## src/design/i2cm_pkg.sv

```systemverilog
// Shared item types and constants for the I2C byte-transaction master.
`timescale 1ns / 1ps

package i2cm_pkg;

	localparam logic [15:0] PHASE_TICKS_RESET = 16'd50;
	localparam logic [7:0]  POLL_LIMIT        = 8'd200;

	typedef struct packed {
		logic       request;
		logic       op;
		logic [7:0] device_byte;
		logic [7:0] write_byte;
		logic       sda_in;
	} cmd_t;

	typedef struct packed {
		logic       scl_out;
		logic       sda_out;
		logic       sda_drive;
		logic       busy_res;
		logic       done_res;
		logic [7:0] read_byte;
		logic       ack_missing;
	} rsp_t;

endpackage

```

## src/design/i2cm_seq.sv

```systemverilog
// Tick-driven I2C transaction sequencer: line levels, shift registers, ack polling.
`timescale 1ns / 1ps

module i2cm_seq (
	input  logic               clk,
	input  logic               arst_n,
	input  logic               tick,
	input  i2cm_pkg::cmd_t     cmd,
	input  logic               cfg_we,
	input  logic [15:0]        cfg_data,
	output i2cm_pkg::rsp_t     rsp_next
);

	typedef enum logic [5:0] {
		ST_IDLE      = 6'd0,
		ST_START_SDA = 6'd1,
		ST_START_SCL = 6'd2,
		ST_START_LOW = 6'd3,
		DEV_SCL_LOW  = 6'd4,
		DEV_BIT      = 6'd5,
		DEV_CLK_HI   = 6'd6,
		DEV_CLK_LO   = 6'd7,
		DEV_REL      = 6'd8,
		DEV_WAIT     = 6'd9,
		DEV_ACK_HI   = 6'd10,
		DEV_POLL     = 6'd11,
		DEV_ACK_LO   = 6'd12,
		DEV_NEXT     = 6'd13,
		DAT_SCL_LOW  = 6'd20,
		DAT_BIT      = 6'd21,
		DAT_CLK_HI   = 6'd22,
		DAT_CLK_LO   = 6'd23,
		DAT_REL      = 6'd24,
		DAT_WAIT     = 6'd25,
		DAT_ACK_HI   = 6'd26,
		DAT_POLL     = 6'd27,
		DAT_ACK_LO   = 6'd28,
		DAT_NEXT     = 6'd29,
		RD_INIT      = 6'd32,
		RD_LO        = 6'd33,
		RD_HI        = 6'd34,
		RD_SAMPLE    = 6'd35,
		RD_STORE     = 6'd36,
		NAK_LO       = 6'd37,
		NAK_SDA      = 6'd38,
		NAK_HI       = 6'd39,
		NAK_END      = 6'd40,
		STOP_SDA     = 6'd48,
		STOP_HI      = 6'd49,
		STOP_REL     = 6'd50,
		ST_DONE      = 6'd51
	} step_t;

	step_t       step_q, n_step;
	logic [15:0] phase_q;
	logic [15:0] delay_q, n_delay;
	logic [2:0]  bit_q, n_bit;
	logic [7:0]  shift_q, n_shift;
	logic [7:0]  rx_q, n_rx;
	logic        op_q, n_op;
	logic [7:0]  data_q, n_data;
	logic [7:0]  poll_q, n_poll;
	logic [7:0]  poll_inc;
	logic        fail_q, n_fail;
	logic        scl_q, n_scl;
	logic        sda_q, n_sda;
	logic        done;

	always_comb begin
		n_step  = step_q;
		n_delay = delay_q;
		n_bit   = bit_q;
		n_shift = shift_q;
		n_rx    = rx_q;
		n_op    = op_q;
		n_data  = data_q;
		n_poll  = poll_q;
		n_fail  = fail_q;
		n_scl   = scl_q;
		n_sda   = sda_q;
		done    = 1'b0;
		poll_inc = poll_q + 8'd1;

		if (step_q == ST_IDLE && cmd.request) begin
			n_op    = cmd.op;
			n_data  = cmd.write_byte;
			n_shift = cmd.device_byte;
			n_fail  = 1'b0;
			n_poll  = 8'd0;
			n_bit   = 3'd0;
			n_step  = ST_START_SDA;
			n_delay = 16'd0;
		end

		if (n_step != ST_IDLE) begin
			if (n_delay != 16'd0) begin
				n_delay = n_delay - 16'd1;
			end else begin
				n_delay = phase_q;
				case (n_step)
					ST_START_SDA: begin
						n_sda = 1'b1;
						n_step = ST_START_SCL;
					end
					ST_START_SCL: begin
						n_scl = 1'b1;
						n_step = ST_START_LOW;
					end
					ST_START_LOW: begin
						n_sda = 1'b0;
						n_step = DEV_SCL_LOW;
					end
					DEV_SCL_LOW, DAT_SCL_LOW: begin
						n_scl = 1'b0;
						n_bit = 3'd0;
						n_step = step_t'(n_step + 6'd1);
					end
					DEV_BIT, DAT_BIT: begin
						n_sda = n_shift[7];
						n_step = step_t'(n_step + 6'd1);
					end
					DEV_CLK_HI, DAT_CLK_HI: begin
						n_scl = 1'b1;
						n_step = step_t'(n_step + 6'd1);
					end
					DEV_CLK_LO, DAT_CLK_LO: begin
						n_scl = 1'b0;
						n_shift = {n_shift[6:0], 1'b0};
						if (n_bit == 3'd7) begin
							n_step = step_t'(n_step + 6'd1);
						end else begin
							n_bit = n_bit + 3'd1;
							n_step = step_t'(n_step - 6'd2);
						end
					end
					DEV_REL, DAT_REL: begin
						n_sda = 1'b1;
						n_step = step_t'(n_step + 6'd1);
					end
					DEV_WAIT, DAT_WAIT: begin
						n_step = step_t'(n_step + 6'd1);
					end
					DEV_ACK_HI, DAT_ACK_HI: begin
						n_scl = 1'b1;
						n_poll = 8'd0;
						n_step = step_t'(n_step + 6'd1);
					end
					DEV_POLL, DAT_POLL: begin
						if (!cmd.sda_in) begin
							n_step = step_t'(n_step + 6'd1);
						end else begin
							n_poll = poll_inc;
							if (poll_inc >= i2cm_pkg::POLL_LIMIT) begin
								n_fail = 1'b1;
								n_step = step_t'(n_step + 6'd1);
							end else begin
								n_delay = delay_q;
							end
						end
					end
					DEV_ACK_LO, DAT_ACK_LO: begin
						n_scl = 1'b0;
						n_step = step_t'(n_step + 6'd1);
					end
					DEV_NEXT: begin
						if (!n_op) begin
							n_shift = n_data;
							n_step = DAT_SCL_LOW;
						end else begin
							n_step = RD_INIT;
						end
					end
					DAT_NEXT: n_step = STOP_SDA;
					RD_INIT: begin
						n_shift = 8'd0;
						n_bit = 3'd0;
						n_step = RD_LO;
					end
					RD_LO: begin
						n_scl = 1'b0;
						n_step = RD_HI;
					end
					RD_HI: begin
						n_scl = 1'b1;
						n_step = RD_SAMPLE;
					end
					RD_SAMPLE: begin
						n_shift = {n_shift[6:0], cmd.sda_in};
						n_scl = 1'b0;
						if (n_bit == 3'd7) begin
							n_step = RD_STORE;
						end else begin
							n_bit = n_bit + 3'd1;
							n_step = RD_HI;
						end
					end
					RD_STORE: begin
						n_rx = n_shift;
						n_step = NAK_LO;
					end
					NAK_LO: begin
						n_scl = 1'b0;
						n_step = NAK_SDA;
					end
					NAK_SDA: begin
						n_sda = 1'b1;
						n_step = NAK_HI;
					end
					NAK_HI: begin
						n_scl = 1'b1;
						n_step = NAK_END;
					end
					NAK_END: begin
						n_scl = 1'b0;
						n_step = STOP_SDA;
					end
					STOP_SDA: begin
						n_sda = 1'b0;
						n_step = STOP_HI;
					end
					STOP_HI: begin
						n_scl = 1'b1;
						n_step = STOP_REL;
					end
					STOP_REL: begin
						n_sda = 1'b1;
						n_step = ST_DONE;
					end
					ST_DONE: begin
						done = 1'b1;
						n_step = ST_IDLE;
						n_delay = 16'd0;
					end
					default: begin
						n_step = ST_IDLE;
						n_delay = 16'd0;
					end
				endcase
			end
		end
	end

	always_comb begin
		rsp_next.scl_out     = n_scl;
		rsp_next.sda_out     = n_sda;
		rsp_next.sda_drive   = !(n_step inside {[DEV_ACK_HI:DEV_NEXT], [DAT_ACK_HI:DAT_NEXT],
			[RD_LO:RD_STORE]});
		rsp_next.busy_res    = (n_step != ST_IDLE);
		rsp_next.done_res    = done;
		rsp_next.read_byte   = n_rx;
		rsp_next.ack_missing = n_fail;
	end

	always_ff @(posedge clk or negedge arst_n) begin
		if (!arst_n) begin
			step_q  <= ST_IDLE;
			phase_q <= i2cm_pkg::PHASE_TICKS_RESET;
			delay_q <= 16'd0;
			bit_q   <= 3'd0;
			shift_q <= 8'd0;
			rx_q    <= 8'd0;
			op_q    <= 1'b0;
			data_q  <= 8'd0;
			poll_q  <= 8'd0;
			fail_q  <= 1'b0;
			scl_q   <= 1'b0;
			sda_q   <= 1'b0;
		end else begin
			if (cfg_we) begin
				phase_q <= cfg_data;
			end
			if (tick) begin
				step_q  <= n_step;
				delay_q <= n_delay;
				bit_q   <= n_bit;
				shift_q <= n_shift;
				rx_q    <= n_rx;
				op_q    <= n_op;
				data_q  <= n_data;
				poll_q  <= n_poll;
				fail_q  <= n_fail;
				scl_q   <= n_scl;
				sda_q   <= n_sda;
			end
		end
	end

`ifndef NO_ASSERTIONS
	a_done_to_idle: assert property (@(posedge clk) disable iff (!arst_n)
		tick && step_q == ST_DONE && delay_q == 16'd0 |=> step_q == ST_IDLE)
		else $error("done step did not return to idle");

	a_delay_countdown: assert property (@(posedge clk) disable iff (!arst_n)
		tick && step_q != ST_IDLE && delay_q != 16'd0
		|=> delay_q == $past(delay_q) - 16'd1 && step_q == $past(step_q))
		else $error("hold counter did not count down in place");

	a_fail_from_poll: assert property (@(posedge clk) disable iff (!arst_n)
		$rose(fail_q) |-> $past(step_q) == DEV_POLL || $past(step_q) == DAT_POLL)
		else $error("ack flag set outside a poll step");

	a_poll_bound: assert property (@(posedge clk) disable iff (!arst_n)
		poll_q <= i2cm_pkg::POLL_LIMIT)
		else $error("poll count passed its limit");
`endif

endmodule

```

## src/design/i2c_master_byte_transactions.sv

```systemverilog
// Top level of the I2C byte-transaction master: handshakes and result register.
`timescale 1ns / 1ps

// Each cmd item is one line-sampling tick and yields exactly one rsp item with the
// line levels, status and received byte after that tick. One item is taken every
// clock; the rsp item appears in the output register on the next cycle. The only
// thing that holds off cmd is a full output register whose rsp is stalled.
// phase_ticks is written through the cfg channel (always ready); the user must write it
// only while no item is in flight, and the block itself does not enforce this.
module i2c_master_byte_transactions (
	input  logic               clk,
	input  logic               arst_n,
	input  logic               cmd_valid,
	output logic               cmd_stall,
	input  i2cm_pkg::cmd_t     cmd,
	output logic               rsp_valid,
	input  logic               rsp_stall,
	output i2cm_pkg::rsp_t     rsp,
	input  logic               cfg_valid,
	output logic               cfg_ready,
	input  logic [15:0]        cfg_data
);

	logic           accept;
	logic           rsp_valid_q;
	i2cm_pkg::rsp_t rsp_q;
	i2cm_pkg::rsp_t rsp_next;

	assign cmd_stall = rsp_valid_q && rsp_stall;
	assign accept    = cmd_valid && !cmd_stall;
	assign cfg_ready = 1'b1;

	i2cm_seq u_seq (
		.clk      (clk),
		.arst_n   (arst_n),
		.tick     (accept),
		.cmd      (cmd),
		.cfg_we   (cfg_valid),
		.cfg_data (cfg_data),
		.rsp_next (rsp_next)
	);

	always_ff @(posedge clk or negedge arst_n) begin
		if (!arst_n) begin
			rsp_valid_q <= 1'b0;
		end else if (accept) begin
			rsp_valid_q <= 1'b1;
		end else if (!rsp_stall) begin
			rsp_valid_q <= 1'b0;
		end
	end

	always_ff @(posedge clk) begin
		if (accept) begin
			rsp_q <= rsp_next;
		end
	end

	assign rsp_valid = rsp_valid_q;
	assign rsp       = rsp_q;

endmodule
```

## config.mk

```make
export PLATFORM = sky130hd
export DESIGN_NAME = i2c_master_byte_transactions
export DESIGN_NICKNAME = d
export VERILOG_FILES = /design/src/design/i2cm_pkg.sv /design/src/design/i2cm_seq.sv /design/src/design/i2c_master_byte_transactions.sv
export SDC_FILE = /design/constraint.sdc
export NUM_CORES = 1
export LEC_CHECK = 0
export BUFFER_PORTS_ARGS = -buffer_cell sky130_fd_sc_hd__buf_2
export CORE_MARGIN = 10
export CORE_UTILIZATION = 60
export DETAILED_ROUTE_END_ITERATION = 12
export HOLD_SLACK_MARGIN = 0.05
export PLACE_DENSITY = 0.86
export SYNTH_ARGS = -nofsm -noshare
export SYNTH_HDL_FRONTEND = slang
export SYNTH_SLANG_ARGS = --single-unit
export TNS_END_PERCENT = 1
```

## constraint.sdc

```tcl
create_clock -name clk -period 9.04 [get_ports clk]
set_clock_uncertainty 0.05 [all_clocks]
set_input_delay 0.452 -clock clk [delete_from_list [all_inputs] [get_ports clk]]
set_output_delay 0.452 -clock clk [all_outputs]
set_load 0.02 [all_outputs]
```

==> results of run 1 <==
critical path, delay by kind of cell (launching register included):
| family | cells | cell delay (ns) |
|---|---|---|
| flops | 1 | 0.67 |
| compound gates | 5 | 1.82 |
| simple gates | 4 | 1.81 |
| fa+ha+maj | 1 | 0.33 |
per-stage QoR:
step	instances	total power, W
after floorplan	677	0.001092
after CTS	836	0.001547
after detailed placement	820	0.001269
after global routing	836	0.001653
final	836	0.001564
after global placement	820	0.001245
layout make-up:
cell class	instances	area share
clock buffers	10	0.01986
clock inverters	6	0.009932
inverters	15	0.008763
multi-input cells	516	0.5120
flip-flops and latches	92	0.3698
well taps	133	0.02590
repair buffers	64	0.05375
worst max path at each step:
stage / cells after the start / start / to / slack, ns
detailed placement: 10 / u_seq.step_q[5]$_DFFE_PN0P_ / u_seq.delay_q[9]$_DFFE_PN0P_ / 4.43
floorplan: 14 / u_seq.step_q[4]$_DFFE_PN0P_ / rsp[11]$_DFFE_PP_ / 5.36
global route: 10 / u_seq.step_q[5]$_DFFE_PN0P_ / u_seq.delay_q[9]$_DFFE_PN0P_ / 3.97
CTS: 10 / u_seq.step_q[5]$_DFFE_PN0P_ / u_seq.delay_q[9]$_DFFE_PN0P_ / 4.41
global placement: 11 / u_seq.step_q[5]$_DFFE_PN0P_ / rsp[11]$_DFFE_PP_ / 4.61
finish: 10 / u_seq.step_q[5]$_DFFE_PN0P_ / u_seq.delay_q[9]$_DFFE_PN0P_ / 4.24
logic make-up after synthesis:
kind of cell | share of synthesized area
AO/OA/AOI/OAI | 0.2690
AND/OR/NAND/NOR | 0.1841
flip-flops | 0.3982
buffers and inverters | 0.05074
multiplexers | 0.07800
XOR/XNOR | 0.008808
adder cells (fa/ha/maj) | 0.01048
other | 0.0006285
state kept, by name, summed over array words and instances, names as in the netlist, 3 cells and up:
name           count
u_seq.data_q       8
u_seq.rx_q         8
u_seq.shift_q      8
u_seq.delay_q     16
rsp               14
u_seq.poll_q       8
u_seq.step_q       6
u_seq.bit_q        3
u_seq.phase_q     16
power breakdown:
| group | internal, W | total [W] | switching, W |
|---|---|---|---|
| sequential | 0.000513 | 0.000605 | 0.0000920 |
| combinational | 0.000254 | 0.000677 | 0.000423 |
| clock | 0.000128 | 0.000282 | 0.000154 |
per-layer routing:
layer  wire [um]  track usage  share of wire
met1        7149       0.3059           0.43
met2        7839       0.3552           0.48
met3        1248      0.04688          0.076
met4         259      0.06863          0.016
met5           0            0              0
cells in the final DEF, fill, tap and decap left out, drive strengths merged, types with 10 or more instances in the layout:
cell type  netlist  routed
nand2b          10      10
nor3            16      16
dfrtp           75      75
o22ai           10      10
inv             15      16
o211ai          10      10
o31ai           11      11
a31oi           17      17
clkbuf          28      10
mux2            36      36
nand2           71      71
a21oi           61      61
o21ai           64      64
nor4            12      12
edfxtp          14      14
nor2            49      49
buf             26      64
nand3           14      14
==> impl_metrics.py, run 1 <==
metrics = {
    "timing": {
        "max_slew.worst_pin.slew_ns": 1.039,
        "tns_ns": 0,
        "setup_viol": 0,
        "whs_ns": 0.1919,
        "timing.final.crit_share": 0.5311,
        "fmax_ghz": 0.2083,
        "fin_crit_ns": 4.801,
        "rsz0062_at_grt": "false",
        "finalHoldViolCount": 0,
        "relSlewSlack": 0.3073,
        "slew_violations": 0,
        "setup_ws_ns": 4.239,
    },
    "final_layout": {
        "fin_nets": 743,
        "regArea_sq_um": 2376,
        "syn_to_final_growth_pct": 7.675,
        "n_fill_cell": 808,
        "multi_input_area_sq_um": 3289,
        "insertedDiodeCount": 0,
        "stdcell_area_sq_um": 6425,
        "final_core_util": 0.6604,
        "drive_gt1_frac": 0.1977,
    },
    "clock_network": {
        "cts_setup_buffers": 0,
        "cts-root-buf": "clkbuf_8",
        "numCtsBuffers": 9,
        "cts_tree": "yes",
        "ctsHoldBuffers": 0,
        "htree_num_levels": 3,
        "cts_resized": 0,
        "clock_latency_ns": 0.37,
        "clk_pin_slew_ns": 0.09,
        "cts_buffer_depth": 2,
        "clkSinkCount": 92,
    },
    "grt": {
        "grt_pass1_wl_um": 27020,
        "grt_max_degree": 79,
        "grt.overflow.total": 0,
        "grt_usage": 0.2257,
        "antenna_found_initial": 0,
        "grt_pass1_vias": 5312,
    },
    "status": {
        "status": "finished, final reports clean",
    },
    "routing": {
        "first_pass_iters": 5,
        "num_vias": 5512,
        "wirelength_um": 16500,
        "via_per_inst": 6.593,
        "drc": 0,
        "ant_nets": 0,
        "drtIter0Drc": 681,
        "wire_per_inst_um": 19.73,
    },
    "place": {
        "dpl_cell_area_sq_um": 6233,
        "finalWeightedCongestion": 0.9724,
        "place_hpwl_um": 11460,
        "dp_slack_ns": 4.432,
        "io_buffers": 55,
    },
    "floorplan": {
        "dieHeight_um": 119.7,
        "core_area_sq_um": 9729,
        "ios": 57,
        "initial_core_util": 0.6133,
        "dieArea_sq_um": 14330,
        "row_count": 36,
        "die_w_um": 119.7,
    },
    "pwr": {
        "vdd_ir_drop_max_mv": 0.1602,
        "p_leak_nw": 2.539,
        "p_per_area_nw_per_um2": 243.5,
    },
    "yosys": {
        "synthTopCellsByArea": "dfrtp_1, edfxtp_1, mux2_2",
        "synthFlopType": "dfrtp_1",
        "synthTopCellsByCount": "dfrtp_1, nand2_1, a21oi_1, o21ai_0, nor2_1",
        "syn_avg_cell_area_sq_um": 8.814,
        "netlist-cell-type-count": 79,
        "seq_area_frac_synth": 0.3982,
        "netlist.area_leader.share": 0.3145,
        "yosysTopAreaCell": "dfrtp_1",
        "synth_area_sq_um": 5967,
        "synth_cells": 677,
        "ys_seq_elements": 92,
        "syn-num-nets": 722,
        "ys_async_sr_fraction": 0.8478,
        "synth_most_common_cell": "dfrtp_1",
        "yosysWarnings": 0,
        "synth_edf_count": 14,
    },
    "critical_path": {
        "r2r_start": "u_seq.step_q[5]$_DFFE_PN0P_",
        "r2r_cells": 10,
        "path_class": "reg2reg",
        "critPathSlowestCell": "a21boi_1",
        "end_kind": "register",
        "timing.critical_path.cells": "nor4_4, nand3_2, nand2_1, ha_1, o31a_4, a21boi_1, a31o_1, or2_4, a31oi_1, o21a_1",
        "worstPathMaxFanout": 37,
        "cp_slowest_stage_delay_ns": 0.80,
        "critPathArrivalTime_ns": 5.02,
        "worst_r2r_endpoint": "u_seq.delay_q[9]$_DFFE_PN0P_",
        "r2r_slack_ns": 4.24,
        "crit_required_ns": 9.26,
        "critPathLaunchType": "register",
    },
    "flow_run": {
        "drv_cap": 0,
    },
    "worst_hold_path": {
        "hold_path_class": "in2async",
    },
}
Note: power is estimated with default switching activity, not from simulation.
==> inputs of run 2 (changes only) <==
--- a/config.mk
+++ b/config.mk
@@ -5,6 +5,7 @@
 export SDC_FILE = /design/constraint.sdc
 export NUM_CORES = 1
 export LEC_CHECK = 0
+export ABC_AREA = 1
 export BUFFER_PORTS_ARGS = -buffer_cell sky130_fd_sc_hd__buf_2
 export CORE_MARGIN = 10
 export CORE_UTILIZATION = 60
==> constraint.sdc (replaced) <==
create_clock -name clk -period 4.72 [get_ports clk]
set_clock_uncertainty 0.05 [all_clocks]
set_input_delay 0.236 -clock clk [delete_from_list [all_inputs] [get_ports clk]]
set_output_delay 0.236 -clock clk [all_outputs]
set_load 0.02 [all_outputs]
==> impl_metrics.py, run 2 <==
metrics = {
    "yosys": {
        "synthTopCellsByCount": "nand2_1, inv_1, o21ai_0, dfrtp_1, nor2_1",
        "synth_most_common_cell": "nand2_1",
        "netlist-cell-type-count": 46,
        "syn-num-nets": 873,
        "yosysWarnings": 0,
        "netlist.area_leader.share": 0.3134,
        "synthTopCellsByArea": "dfrtp_1, nand2_1, edfxtp_1",
        "synth_edf_count": 14,
        "ys_seq_elements": 92,
        "seq_area_frac_synth": 0.3968,
        "synthFlopType": "dfrtp_1",
        "syn_avg_cell_area_sq_um": 7.232,
        "synth_area_sq_um": 5988,
        "synth_cells": 828,
        "yosysTopAreaCell": "dfrtp_1",
        "ys_async_sr_fraction": 0.8478,
    },
    "flow_run": {
        "drv_cap": 0,
    },
    "final_layout": {
        "layout_common_cells": "nand2_1, inv_1, o21ai_0, dfrtp_1, nor2_1",
        "drive_gt1_frac": 0.1322,
        "instances_no_fill": 1018,
        "syn_to_final_growth_pct": 12.04,
        "final_core_util": 0.6896,
        "n_fill_cell": 835,
        "fin_nets": 925,
        "stdcell_area_sq_um": 6709,
        "final_common_cell": "nand2_1",
        "insertedDiodeCount": 0,
    },
    "pwr": {
        "p_leak_nw": 3.171,
        "switching_share": 0.4494,
        "vdd_ir_drop_max_mv": 0.2181,
        "p_int_w": 0.001896,
        "power.share.combinational": 0.472,
        "p_per_area_nw_per_um2": 513.3,
        "p_clk_frac": 0.184,
        "seqPwrFrac": 0.345,
        "power.switching_w": 0.001547,
    },
    "clock_network": {
        "cts_resized": 0,
        "htree_num_levels": 3,
        "cts_buffer_depth": 2,
        "clk_pin_slew_ns": 0.10,
        "cts_tree": "yes",
        "clkSinkCount": 92,
        "clock_latency_ns": 0.38,
        "numCtsBuffers": 9,
        "cts-root-buf": "clkbuf_8",
    },
    "floorplan": {
        "initial_core_util": 0.6155,
        "row_count": 36,
        "die_w_um": 119.9,
        "core_area_sq_um": 9729,
        "ios": 57,
        "dieArea_sq_um": 14380,
        "dieHeight_um": 119.9,
    },
    "critical_path": {
        "critPathLaunchType": "register",
        "cp-startpoint": "u_seq.step_q[5]$_DFFE_PN0P_",
        "r2r_start": "u_seq.step_q[5]$_DFFE_PN0P_",
        "worst_r2r_endpoint": "u_seq.delay_q[7]$_DFFE_PN0P_",
        "crit_required_ns": 4.93,
        "critPathArrivalTime_ns": 4.01,
        "r2r_cells": 15,
        "path_class": "reg2reg",
        "r2r_slack_ns": 0.92,
        "end_kind": "register",
        "worstPathMaxFanout": 28,
    },
    "worst_hold_path": {
        "min_path_cells": 3,
        "hold_path_class": "in2reg",
        "min_from": "cmd[6]",
        "min_to": "u_seq.data_q[5]$_DFFE_PN0P_",
    },
    "place": {
        "dpl_cell_area_sq_um": 6289,
        "io_buffers": 55,
        "finalWeightedCongestion": 0.9936,
        "numPlacedInstances": 983,
        "place_hpwl_um": 11200,
    },
    "routing": {
        "wirelength_um": 16060,
        "wire_per_inst_um": 15.77,
        "drtIter0Drc": 634,
        "ant_nets": 0,
        "first_pass_iters": 6,
        "num_vias": 5829,
        "drc": 0,
        "via_per_inst": 5.726,
    },
    "grt": {
        "grt_pass1_vias": 5510,
        "grt_max_degree": 79,
        "grt.overflow.total": 0,
        "antenna_found_initial": 0,
        "grt_pass1_wl_um": 26770,
        "grt_usage": 0.2242,
    },
    "timing": {
        "tns_ns": 0,
        "setup_viol": 0,
        "relSlewSlack": 0.2232,
        "fin_crit_ns": 3.796,
        "fmax_ghz": 0.2635,
        "rsz0062_at_grt": "false",
        "max_slew.worst_pin.slew_ns": 1.164,
        "finalHoldViolCount": 0,
        "slew_violations": 0,
        "timing.final.crit_share": 0.8042,
    },
    "status": {
        "status": "finished, final reports clean",
    },
}
## run 2: cell count changes after synthesis, moves of 8 or more
| cell | delta |
|---|---|
| o21ai_0 | +27 |
| a31oi_1 | -11 |
| nand2_1 | +126 |
| nor3_1 | -8 |
| nor4_1 | -9 |
| nor2_1 | +26 |
| nand3_1 | +38 |
| a21oi_1 | -28 |
| mux2_2 | -29 |
| nor2_2 | +11 |
| inv_1 | +90 |
| nand4_1 | +14 |
| nand2b_1 | -10 |
## run 2: critical path: stages, from the launching register on
cell	delay [ns]
dfrtp_1	0.57
nor2_2	0.22
nand2_2	0.10
inv_2	0.11
nand2_2	0.29
nand2_1	0.23
ha_1	0.22
nand2_1	0.10
nor2_2	0.18
nand2_2	0.35
nor2_8	0.25
inv_4	0.12
o21ai_4	0.40
inv_2	0.23
o211ai_1	0.15
o21ai_1	0.09
## run 2: final cells by class
type / count / area (sq um) / share of cell area
multi-input combinational: 585 / 3008 / 0.4483
sequential: 92 / 2376 / 0.3542
timing repair buffer: 78 / 498.0 / 0.07423
inverter: 114 / 430.4 / 0.06416
tap: 133 / 166.4 / 0.02480
clock buffer: 9 / 123.9 / 0.01846
clock inverter: 7 / 106.4 / 0.01585
## run 2: what timing repair did
item | in CTS | in global routing
endpoints found under the setup margin | 0 | 0
hold buffers | 19 | 0
hold endpoints to repair | 92 | 0
setup buffers | 0 | 0
## run 2: worst max-delay path by stage
stage | end
floorplan | rsp[11]$_DFFE_PP_
global placement | u_seq.delay_q[11]$_DFFE_PN0P_
detailed placement | u_seq.delay_q[11]$_DFFE_PN0P_
CTS | u_seq.delay_q[11]$_DFFE_PN0P_
global route | u_seq.delay_q[7]$_DFFE_PN0P_
finish | u_seq.delay_q[7]$_DFFE_PN0P_
## run 2: logic make-up after synthesis
logic type / count (synthesis) / share of synthesized area
AND/OR/NAND/NOR: 371 / 0.2691
adder cells (fa/ha/maj): 5 / 0.01045
other: 1 / 0.0006262
multiplexers: 15 / 0.02654
flip-flops: 92 / 0.3968
AO/OA/AOI/OAI: 185 / 0.1826
XOR/XNOR: 8 / 0.01170
buffers and inverters: 151 / 0.1022
## run 2: layer usage
layer	wire, um	share of wire	GRT usage
met4	450	0.028	0.09351
met1	6983	0.43	0.2929
met5	0	0	0
met2	7317	0.46	0.3487
met3	1304	0.081	0.05485
## run 2: power groups by stage
stage	Sequential, W	Clock, W	Combinational, W
2_1_floorplan	0.00117	0	0.00123
3_3_place_gp	0.00119	0	0.00154
3_5_place_dp	0.00120	0	0.00157
4_1_cts	0.00118	0.000636	0.00159
5_1_grt	0.00121	0.000671	0.00183
6_report	0.00119	0.000632	0.00162
## run 2: through the flow
stage	power, W	worst slack (ns)	hold WS (ns)
final	0.003443	0.9242	0.1309
after global routing	0.003712	0.5699	0.1368
after detailed placement	0.002764	1.018	0.3976
after global placement	0.002734	1.102	0.3919
after floorplan	0.002395	1.808	-0.1096
after CTS	0.003412	0.9749	0.1269
